### src/sv/ucc_pkg.sv
// shared types, constants and the byte classifier for the utf-8 codepoint counter
// no dependencies
package ucc_pkg;

   localparam int COUNT_WIDTH = 32;
   localparam int OUT_WIDTH   = 32;

   localparam logic [7:0] LEAD2_LO = 8'hC2;
   localparam logic [7:0] LEAD2_HI = 8'hDF;
   localparam logic [7:0] LEAD3_LO = 8'hE0;
   localparam logic [7:0] LEAD3_HI = 8'hEF;
   localparam logic [7:0] LEAD4_LO = 8'hF0;
   localparam logic [7:0] LEAD4_HI = 8'hF4;
   localparam logic [7:0] LEAD_SURR = 8'hED;
   localparam logic [7:0] CONT_MASK = 8'hC0;
   localparam logic [7:0] CONT_LO   = 8'h80;
   localparam logic [7:0] CONT_HI   = 8'hBF;
   localparam logic [7:0] SEC_E0_LO = 8'hA0;
   localparam logic [7:0] SEC_ED_HI = 8'h9F;
   localparam logic [7:0] SEC_F0_LO = 8'h90;
   localparam logic [7:0] SEC_F4_HI = 8'h8F;

   // which second-byte range a lead imposes
   typedef enum logic [2:0] {
      LEAD_PLAIN = 3'd0,
      LEAD_E0    = 3'd1,
      LEAD_ED    = 3'd2,
      LEAD_F0    = 3'd3,
      LEAD_F4    = 3'd4
   } lead_kind_type;

   // one classified byte as it travels from front to back
   typedef struct packed {
      logic          last;
      logic [1:0]    need;
      lead_kind_type kind;
      logic          cont;
      logic          r_a0_bf;
      logic          r_80_9f;
      logic          r_90_bf;
      logic          r_80_8f;
   } ucc_item_type;

   function automatic ucc_item_type ucc_classify(input logic [7:0] b, input logic last);
      ucc_item_type it;
      it.last    = last;
      it.cont    = (b & CONT_MASK) == CONT_LO;
      it.r_a0_bf = (b >= SEC_E0_LO) && (b <= CONT_HI);
      it.r_80_9f = (b >= CONT_LO) && (b <= SEC_ED_HI);
      it.r_90_bf = (b >= SEC_F0_LO) && (b <= CONT_HI);
      it.r_80_8f = (b >= CONT_LO) && (b <= SEC_F4_HI);
      if ((b >= LEAD2_LO) && (b <= LEAD2_HI)) begin
         it.need = 2'd1;
      end else if ((b >= LEAD3_LO) && (b <= LEAD3_HI)) begin
         it.need = 2'd2;
      end else if ((b >= LEAD4_LO) && (b <= LEAD4_HI)) begin
         it.need = 2'd3;
      end else begin
         it.need = 2'd0;
      end
      case (b)
         LEAD3_LO:  it.kind = LEAD_E0;
         LEAD_SURR: it.kind = LEAD_ED;
         LEAD4_LO:  it.kind = LEAD_F0;
         LEAD4_HI:  it.kind = LEAD_F4;
         default:   it.kind = LEAD_PLAIN;
      endcase
      return it;
   endfunction

endpackage

### src/sv/ucc_front.sv
// front part: accepts bytes, classifies them and queues them for the back part
// depends on ucc_pkg
module ucc_front (
   input  logic                clock,
   input  logic                reset,
   input  logic                push,
   output logic                full,
   input  logic [7:0]          req_data_byte,
   input  logic                req_end_of_string,
   output logic                item_valid,
   output ucc_pkg::ucc_item_type item,
   input  logic                item_take
);
   import ucc_pkg::*;

   ucc_item_type q_ff [2];
   logic         wr_ptr_ff, wr_ptr_in;
   logic         rd_ptr_ff, rd_ptr_in;
   logic [1:0]   cnt_ff, cnt_in;
   logic         wr_en, rd_en;

   assign full       = cnt_ff == 2'd2;
   assign item_valid = cnt_ff != 2'd0;
   assign item       = q_ff[rd_ptr_ff];
   assign wr_en      = push && !full;
   assign rd_en      = item_take && item_valid;

   always_comb begin
      wr_ptr_in = wr_en ? !wr_ptr_ff : wr_ptr_ff;
      rd_ptr_in = rd_en ? !rd_ptr_ff : rd_ptr_ff;
      cnt_in    = cnt_ff;
      if (wr_en && !rd_en) begin
         cnt_in = cnt_ff + 2'd1;
      end else if (!wr_en && rd_en) begin
         cnt_in = cnt_ff - 2'd1;
      end
   end

   always_ff @(posedge clock) begin
      if (reset) begin
         wr_ptr_ff <= 1'b0;
         rd_ptr_ff <= 1'b0;
         cnt_ff    <= 2'd0;
      end else begin
         wr_ptr_ff <= wr_ptr_in;
         rd_ptr_ff <= rd_ptr_in;
         cnt_ff    <= cnt_in;
      end
   end

   // payload slots, classified on the way in
   always_ff @(posedge clock) begin
      if (wr_en) begin
         q_ff[wr_ptr_ff] <= ucc_classify(req_data_byte, req_end_of_string);
      end
   end

endmodule

### src/sv/ucc_back.sv
// back part: sequence tracking, saturating count and result generation
// depends on ucc_pkg
module ucc_back (
   input  logic                          clock,
   input  logic                          reset,
   input  logic                          item_valid,
   input  ucc_pkg::ucc_item_type         item,
   output logic                          item_take,
   input  logic                          res_room,
   output logic                          res_valid,
   output logic [ucc_pkg::COUNT_WIDTH-1:0] res_count
);
   import ucc_pkg::*;

   logic [1:0]             held_ff, held_in;
   logic [1:0]             exp_ff, exp_in;
   lead_kind_type          kind_ff, kind_in;
   logic [COUNT_WIDTH-1:0] count_ff, count_in;
   logic [COUNT_WIDTH-1:0] total;
   logic [COUNT_WIDTH:0]   sum;
   logic [2:0]             add_k;
   logic [2:0]             next_held;
   logic                   fits;
   logic                   reopen;

   // only a last byte needs room for its result
   assign item_take = item_valid && (!item.last || res_room);
   assign res_valid = item_take && item.last;
   assign res_count = total;

   always_comb begin
      held_in   = held_ff;
      exp_in    = exp_ff;
      kind_in   = kind_ff;
      add_k     = 3'd0;
      fits      = 1'b0;
      reopen    = 1'b0;
      next_held = {1'b0, held_ff} + 3'd1;
      if (held_ff == 2'd0) begin
         reopen = 1'b1;
      end else begin
         if (held_ff == 2'd1) begin
            case (kind_ff)
               LEAD_E0: fits = item.r_a0_bf;
               LEAD_ED: fits = item.r_80_9f;
               LEAD_F0: fits = item.r_90_bf;
               LEAD_F4: fits = item.r_80_8f;
               default: fits = item.cont;
            endcase
         end else begin
            fits = item.cont;
         end
         if (fits) begin
            if (next_held > {1'b0, exp_ff}) begin
               // sequence complete
               add_k   = 3'd1;
               held_in = 2'd0;
               exp_in  = 2'd0;
            end else begin
               held_in = next_held[1:0];
            end
         end else begin
            // broken sequence: held bytes count singly, byte is re-examined
            add_k  = {1'b0, held_ff};
            reopen = 1'b1;
         end
      end
      if (reopen) begin
         held_in = 2'd0;
         exp_in  = 2'd0;
         kind_in = LEAD_PLAIN;
         if (item.need == 2'd0) begin
            add_k = add_k + 3'd1;
         end else begin
            held_in = 2'd1;
            exp_in  = item.need;
            kind_in = item.kind;
         end
      end
      if (item.last) begin
         // truncated tail counts byte by byte
         add_k   = add_k + {1'b0, held_in};
         held_in = 2'd0;
         exp_in  = 2'd0;
      end
      sum      = {1'b0, count_ff} + (COUNT_WIDTH + 1)'(add_k);
      total    = sum[COUNT_WIDTH] ? {COUNT_WIDTH{1'b1}} : sum[COUNT_WIDTH-1:0];
      count_in = item.last ? {COUNT_WIDTH{1'b0}} : total;
   end

   always_ff @(posedge clock) begin
      if (reset) begin
         held_ff  <= 2'd0;
         exp_ff   <= 2'd0;
         kind_ff  <= LEAD_PLAIN;
         count_ff <= '0;
      end else if (item_take) begin
         held_ff  <= held_in;
         exp_ff   <= exp_in;
         kind_ff  <= kind_in;
         count_ff <= count_in;
      end
   end

endmodule

### src/sv/utf8_codepoint_counter_unit.sv
// top level of the utf-8 codepoint counter: front/back parts and the result queue
// depends on ucc_pkg, ucc_front, ucc_back
//
//   channel   handshake     payload
//   request   push / full   req_data_byte[7:0], req_end_of_string
//   response  empty / pop   rsp_codepoint_count[31:0]
//
// one byte per cycle sustained while the result queue has room; a byte passes the two-entry
// front queue and is consumed by the back part, which updates the sequence state.
// a result is written into the two-entry result queue at the edge that consumes
// its last byte, so empty drops once that byte has left the front queue.
// reset (synchronous) empties both queues and clears the sequence state and count.
// a full result queue holds a last byte at the head of the front queue; bytes
// behind it wait, and full rises once the front queue holds two bytes.
module utf8_codepoint_counter_unit (
   input  logic        clock,
   input  logic        reset,
   input  logic        push,
   output logic        full,
   input  logic [7:0]  req_data_byte,
   input  logic        req_end_of_string,
   output logic        empty,
   input  logic        pop,
   output logic [31:0] rsp_codepoint_count
);
   import ucc_pkg::*;

   ucc_item_type           item;
   logic                   item_valid;
   logic                   item_take;
   logic                   res_valid;
   logic [COUNT_WIDTH-1:0] res_count;
   logic                   res_room;

   // result queue
   logic [OUT_WIDTH-1:0]   rq_ff [2];
   logic                   rq_wr_ff, rq_wr_in;
   logic                   rq_rd_ff, rq_rd_in;
   logic [1:0]             rq_cnt_ff, rq_cnt_in;
   logic                   rq_pop;

   ucc_front u_front (
      .clock             (clock),
      .reset             (reset),
      .push              (push),
      .full              (full),
      .req_data_byte     (req_data_byte),
      .req_end_of_string (req_end_of_string),
      .item_valid        (item_valid),
      .item              (item),
      .item_take         (item_take)
   );

   ucc_back u_back (
      .clock      (clock),
      .reset      (reset),
      .item_valid (item_valid),
      .item       (item),
      .item_take  (item_take),
      .res_room   (res_room),
      .res_valid  (res_valid),
      .res_count  (res_count)
   );

   assign res_room            = rq_cnt_ff != 2'd2;
   assign empty               = rq_cnt_ff == 2'd0;
   assign rq_pop              = pop && !empty;
   assign rsp_codepoint_count = rq_ff[rq_rd_ff];

   always_comb begin
      rq_wr_in  = res_valid ? !rq_wr_ff : rq_wr_ff;
      rq_rd_in  = rq_pop ? !rq_rd_ff : rq_rd_ff;
      rq_cnt_in = rq_cnt_ff;
      if (res_valid && !rq_pop) begin
         rq_cnt_in = rq_cnt_ff + 2'd1;
      end else if (!res_valid && rq_pop) begin
         rq_cnt_in = rq_cnt_ff - 2'd1;
      end
   end

   always_ff @(posedge clock) begin
      if (reset) begin
         rq_wr_ff  <= 1'b0;
         rq_rd_ff  <= 1'b0;
         rq_cnt_ff <= 2'd0;
      end else begin
         rq_wr_ff  <= rq_wr_in;
         rq_rd_ff  <= rq_rd_in;
         rq_cnt_ff <= rq_cnt_in;
      end
   end

   // count is carried at its own width, beat holds the low output bits
   always_ff @(posedge clock) begin
      if (res_valid) begin
         rq_ff[rq_wr_ff] <= OUT_WIDTH'(res_count);
      end
   end

endmodule

### config.mk
export PLATFORM = sky130hd
export DESIGN_NAME = utf8_codepoint_counter_unit
export DESIGN_NICKNAME = d
export VERILOG_FILES = /design/src/sv/ucc_pkg.sv /design/src/sv/ucc_front.sv /design/src/sv/ucc_back.sv /design/src/sv/utf8_codepoint_counter_unit.sv
export SDC_FILE = /design/constraint.sdc
export NUM_CORES = 1
export LEC_CHECK = 0
export BUFFER_PORTS_ARGS = -buffer_cell sky130_fd_sc_hd__buf_4
export CAP_MARGIN = 20
export CELL_PAD_IN_SITES_DETAIL_PLACEMENT = 1
export CELL_PAD_IN_SITES_GLOBAL_PLACEMENT = 1
export CORE_MARGIN = 3
export CORE_UTILIZATION = 44
export CTS_CLUSTER_SIZE = 8
export DETAILED_ROUTE_END_ITERATION = 7
export PLACE_DENSITY_LB_ADDON = 0.1
export SLEW_MARGIN = 20
export SYNTH_ARGS = -nofsm -noshare
export SYNTH_HDL_FRONTEND = slang
export SYNTH_SLANG_ARGS = --single-unit
### constraint.sdc
create_clock -name clock -period 5.1 [get_ports clock]
set_input_delay 0.765 -clock clock [delete_from_list [all_inputs] [get_ports clock]]
set_output_delay 0.765 -clock clock [all_outputs]
set_load 0.005 [all_outputs]
## Word-level counts from Yosys, hierarchy flattened

Memory sizes are Yosys's and may differ from the RTL's. A register that Yosys moved wholly into a read port is not among the register bits.
Index checks and enable logic that the tools add are counted.

- Register bits after elaboration: 47
- RAM bits: 86
- Input bits: 13
- Output and inout port bits: 34
- Word-level logic and storage cells: 128
- Memories kept: 2

- $add $sub $neg: 8
- Order comparisons: 13
- Equality and inequality tests: 13
- Mux-type cells: 44
- Reduce and logical (&&, ||, !) cells: 38

Memories:

| memory | depth | width | read ports | clocked after Yosys merged registers in | wr ports | line | RTL |
|---|---|---|---|---|---|---|---|
| rq_ff | 2 | 32 | 1 | 1 | 1 | utf8_codepoint_counter_unit.sv:36 | `logic [OUT_WIDTH-1:0] rq_ff [2];` |
| u_front.q_ff | 2 | 11 | 1 | 1 | 1 | ucc_front.sv:16 | `ucc_item_type q_ff [2];` |

Operators with widths:

| cell | count |
|---|---|
| $mux 32 | 2 |
| $ge 8x8->1 const B | 6 |
| $le 8x8->1 const B | 6 |
| $mux 2 | 20 |
| $add 32x3->33 | 1 |
| $eq 8x8->1 const B | 4 |
| $mux 3 | 6 |
| $logic_and 1x1->1 | 16 |
| $mux 1 | 14 |
| $pmux 3 s4 | 1 |
| $logic_not 1->1 | 11 |
| $eq 3x2->1 const B | 2 |
| $logic_not 2->1 | 3 |
| $reduce_bool 2->1 | 3 |
| $reduce_bool 3->1 | 2 |
| $add 2x1->2 const B | 2 |
| $eq 2x2->1 const B | 2 |
| $pmux 1 s4 | 1 |
| $reduce_and 4->1 | 1 |
| $sub 2x1->2 const B | 2 |
| $add 2x1->3 const B | 1 |
| $add 3x1->3 const B | 1 |
| $add 3x2->3 | 1 |
| $eq 3x1->1 const B | 1 |
| other kinds (7) | 7 |

## Depth between registers and ports, before layout

- Word-level depth: 14
- Mapped depth: 20
- Depth with buffers taken out: 18

## Cells and area by module

From an unflattened synthesis, not the netlist that was laid out.

- Cells, all modules: 608
- Area total of the unflattened synthesis: 6,807.8 µm²

Modules (own cells, without submodules):

| module | times used | cells each | area an instance (µm²) | seq. area each (µm²) |
|---|---|---|---|---|
| ucc_back | 1 | 405 | 3,156.8 | 780.7 |
| utf8_codepoint_counter_unit | 1 | 122 | 2,516.2 | 2,021.9 |
| ucc_front | 1 | 81 | 1,134.8 | 760.7 |

## Least setup slack after synthesis

No wires, ideal clock.

- Path type: register -> register
- Start: reg (tool-made name)
- End: mem rq_ff[0][28] (data pin)
- Library setup time: 0.262 ns
- Data arrival time: 4.602 ns
- Slack: 0.235 ns
- Cell stages (with the launch flop): 18
- Buffers on the path: 1
- Clock period less this slack: 4.865 ns
- Cell sequence: dfxtp_1 -> buf_4 -> mux2_2 -> a32oi_1 -> a31o_2 -> nand2_1 -> a21oi_1 -> ha_1 -> nand2_1 -> o32a_1 -> fa_1 -> mux2_2 -> fa_1 -> nand2b_1 -> a211oi_1 -> nand3_1 -> nor2_1 -> mux2_2

RTL lines:

| element | line |
|---|---|
| to (decl) | utf8_codepoint_counter_unit.sv:36 |

==> impl_metrics.env <==
export IMPL_reg2reg_depth=17
export IMPL_endpoint_kind="register"
export IMPL_avgSynthCellArea_um2=10.7
export IMPL_grt_usage_pct=21.3
export IMPL_syn_area_mm2=0.00680
export IMPL_hp_start="u_back.exp_ff[0]"
export IMPL_period_share_pct=95.7
export IMPL_ant_nets=0
export IMPL_fmax_ghz=0.205
export IMPL_syn_nets=665
export IMPL_worstSetupStartpointType="register"
export IMPL_start_util_pct=45.9
export IMPL_slew_limit_headroom_pct=32.7
export IMPL_worst_slack_ps=221
export IMPL_status="finished clean"
export IMPL_clkSlewWorstSetupHoldPaths_ps=60
export IMPL_wl_per_cell_um=19.4
export IMPL_setup_tns_ps=0
export IMPL_drt_iter0_markers=295
export IMPL_min_delay_path_depth=2
export IMPL_ir_drop_v=0.000264
export IMPL_synth_seq_cells=135
export IMPL_diodes=0
export IMPL_cts_sinks=135
export IMPL_dieWidth_um=130
export IMPL_first_global_vias=5512
export IMPL_numPortBuffers=46
export IMPL_crit_arrival_ps=5040
export IMPL_clock_skew_ps=17.4
export IMPL_grt_start_max_net_pins=39
export IMPL_core_mm2=0.0148
export IMPL_clk_latency_ps=430
export IMPL_p_total_w=0.00404
export IMPL_cts_setup_buffers=0
export IMPL_overflow=0
export IMPL_fill_cells=1587
export IMPL_crit_chain="mux2_2, a32oi_2, a31o_2, nand2_1, a21oi_1, ha_1, nand2_1, o32a_1, fa_1, mux2_2, fa_1, nand2b_1, a211oi_1, buf_4, buf_4, a21boi_0, or3_1"
export IMPL_maxSlewViolCount=0
export IMPL_cts_path_max_buffers=2
export IMPL_finalCriticalPeriod_ps=4880
export IMPL_yosysTopAreaCell="edfxtp_1"
export IMPL_synth_top_area_share_pct=38.0
export IMPL_cts_tree="done"
export IMPL_synth_seq_area_share_pct=52.4
export IMPL_cp_required_ps=5260
export IMPL_yosysUniqueCellTypes=63
export IMPL_rr_endpoint="rq_ff[1][10]"
export IMPL_hpwl_um=11900
export IMPL_ys_warn_count=0
export IMPL_ys_flop_type="edfxtp_1"
export IMPL_rsz0062_at_grt="no"
export IMPL_gp_congestion=0.858
export IMPL_slowest_delay_ps=450
export IMPL_powerDensity_mw_per_mm2=501
export IMPL_synth_edff_count=86
export IMPL_pre_cts_ws_ps=187
export IMPL_fp_row_count=44
export IMPL_drtPass1Iterations=4
export IMPL_drt_vias_per_instance=5.89
export IMPL_whs_endpoint="u_back.exp_ff[0]"
export IMPL_final_nets=727
export IMPL_vias=5279
export IMPL_setup_viol=0
export IMPL_drcViolationCount=0
export IMPL_cts_buffers=17
export IMPL_slowest_stage="fa_1"
export IMPL_crit_fanout=7
export IMPL_ys_async_sr_fraction_pct=0
export IMPL_synthToLayoutAreaGrowth_pct=18.5
export IMPL_layout_drive_gt1_share_pct=23.8
export IMPL_hold_path_class="reg -> reg"
export IMPL_cts_root_buf="clkbuf_16"
export IMPL_p_leak_nw=3.00
export IMPL_hold_viol=0
export IMPL_r2r_slack_ps=220
export IMPL_syn_instance_count=638
export IMPL_antenna_found_initial=0
export IMPL_maxCapViolations=0
export IMPL_die_area_mm2=0.0170
export IMPL_grt_pass1_wl_um=28000
export IMPL_io_pins=47
export IMPL_wl_um=17400
export IMPL_chipHeight_um=130
export IMPL_tightest_slew_ps=1010
export IMPL_synth_top_cells_by_area="edfxtp_1, dfxtp_1, mux2_2"
export IMPL_cts_htree_levels=4
export IMPL_critPathKind="reg -> reg"
sequential cells by signal (all words and copies together), names as in the netlist, named ones only:
name	flops
rq_ff	64
u_back.count_ff	32
u_front.q_ff	22
u_back.kind_ff	3
rq_cnt_ff	2
u_back.exp_ff	2
u_back.held_ff	2
u_front.cnt_ff	2
rq_rd_ff	1
rq_wr_ff	1
u_front.rd_ptr_ff	1
u_front.wr_ptr_ff	1
per-layer routing:
metal / GRT usage [%] / share of wire [%]
met5: 0 / 0
met4: 7.32 / 1.2
met3: 4.26 / 3.4
met2: 38.4 / 53
met1: 25.3 / 43
kinds of logic after synthesis:
logic type | synth area share, %
AND/OR/NAND/NOR | 15.5
buffers and inverters | 3.66
adder cells (fa/ha/maj) | 2.91
multiplexers | 8.50
flip-flops | 52.4
AO/OA/AOI/OAI | 14.2
XOR/XNOR | 2.83
through the flow:
stage	hold slack [ps]	utilization, %	instance area (µm²)	instances
global route	508	54.4	8060	897
finish	479	54.4	8060	897
detailed placement	472	50.4	7460	865
global placement	448	50.4	7460	865
CTS	482	54.2	8030	897
floorplan	440	-	6800	638
worst max path at each step:
stage | cells past startpoint | endpoint | slack [ps] | startpoint
finish | 17 | rq_ff[1][10] | 220 | register
global route | 17 | rq_ff[1][26] | 6 | register
CTS | 15 | rq_ff[0][14] | 60 | register
detailed placement | 17 | rq_ff[0][10] | 190 | register
global placement | 18 | rq_ff[0][30] | 350 | register
floorplan | 17 | rq_ff[0][28] | 240 | register
worst max-delay path, delay by kind of cell (launching register included):
family	cells	cell delay (ps)
multiplexers	2	660
AND/OR/NAND/NOR	4	750
flip-flops	1	400
AO/OA/AOI/OAI	6	1320
adder cells (fa/ha/maj)	3	1130
buffers and inverters	2	330
synth_stat cells (5+ instances only):
library cell	instances
o22ai_1	6
a31oi_1	11
xor2_1	14
mux2i_1	9
nand3_1	15
mux2_2	42
a21oi_1	45
nand2_1	52
clkbuf_1	14
nor2_1	43
or3_1	13
a21o_1	7
ha_1	11
dfxtp_1	49
nor3_1	15
a211oi_1	6
buf_1	5
buf_2	8
xnor2_1	8
inv_1	21
o21ai_0	46
nor4_1	8
edfxtp_1	86
nand4_1	11
and3_1	9
or4_1	6
final cells by class:
class / instances / area [µm²] / share of cell area (%)
clock buffer: 24 / 472 / 5.85
inverter: 21 / 78.8 / 0.978
multi-input combinational: 448 / 3030 / 37.5
sequential: 135 / 3560 / 44.2
clock inverter: 8 / 98.8 / 1.23
timing repair buffer: 77 / 591 / 7.33
tap: 184 / 230 / 2.86
power breakdown:
group,total [W],internal (W),switching [W]
clock network,0.00119,0.000742,0.000451
registers,0.00154,0.00145,0.0000908
logic,0.00131,0.000600,0.000707
repair_timing:
item / CTS / global route
gates resized for setup: 0 / 6
hold buffers: 0 / 0
setup endpoints to repair: 0 / 43
placed cells by master, fill, tap and decap left out, types with 3 or more instances in the layout:
master / count
edfxtp_1: 86
buf_4: 76
nand2_1: 52
dfxtp_1: 48
o21ai_0: 46
a21oi_1: 45
mux2_2: 42
nor2_1: 41
inv_1: 21
clkbuf_16: 17
nand3_1: 15
nor3_1: 15
xor2_1: 14
or3_1: 13
nand4_1: 11
ha_1: 11
a31oi_1: 9
mux2i_1: 9
and3_1: 9
nor4_1: 8
xnor2_1: 8
a21o_1: 7
a211oi_1: 6
or4_1: 6
o22ai_1: 6
clkbuf_1: 5
nand2b_1: 4
and4_1: 4
o211ai_1: 4
o31ai_1: 4
a22o_1: 4
o21ai_2: 3
nor3b_1: 3
or2_2: 3
and2_1: 3
o31a_1: 3
nor2_2: 3
fa_1: 3
clkinv_2: 3
(Power assumes the default switching activity.)
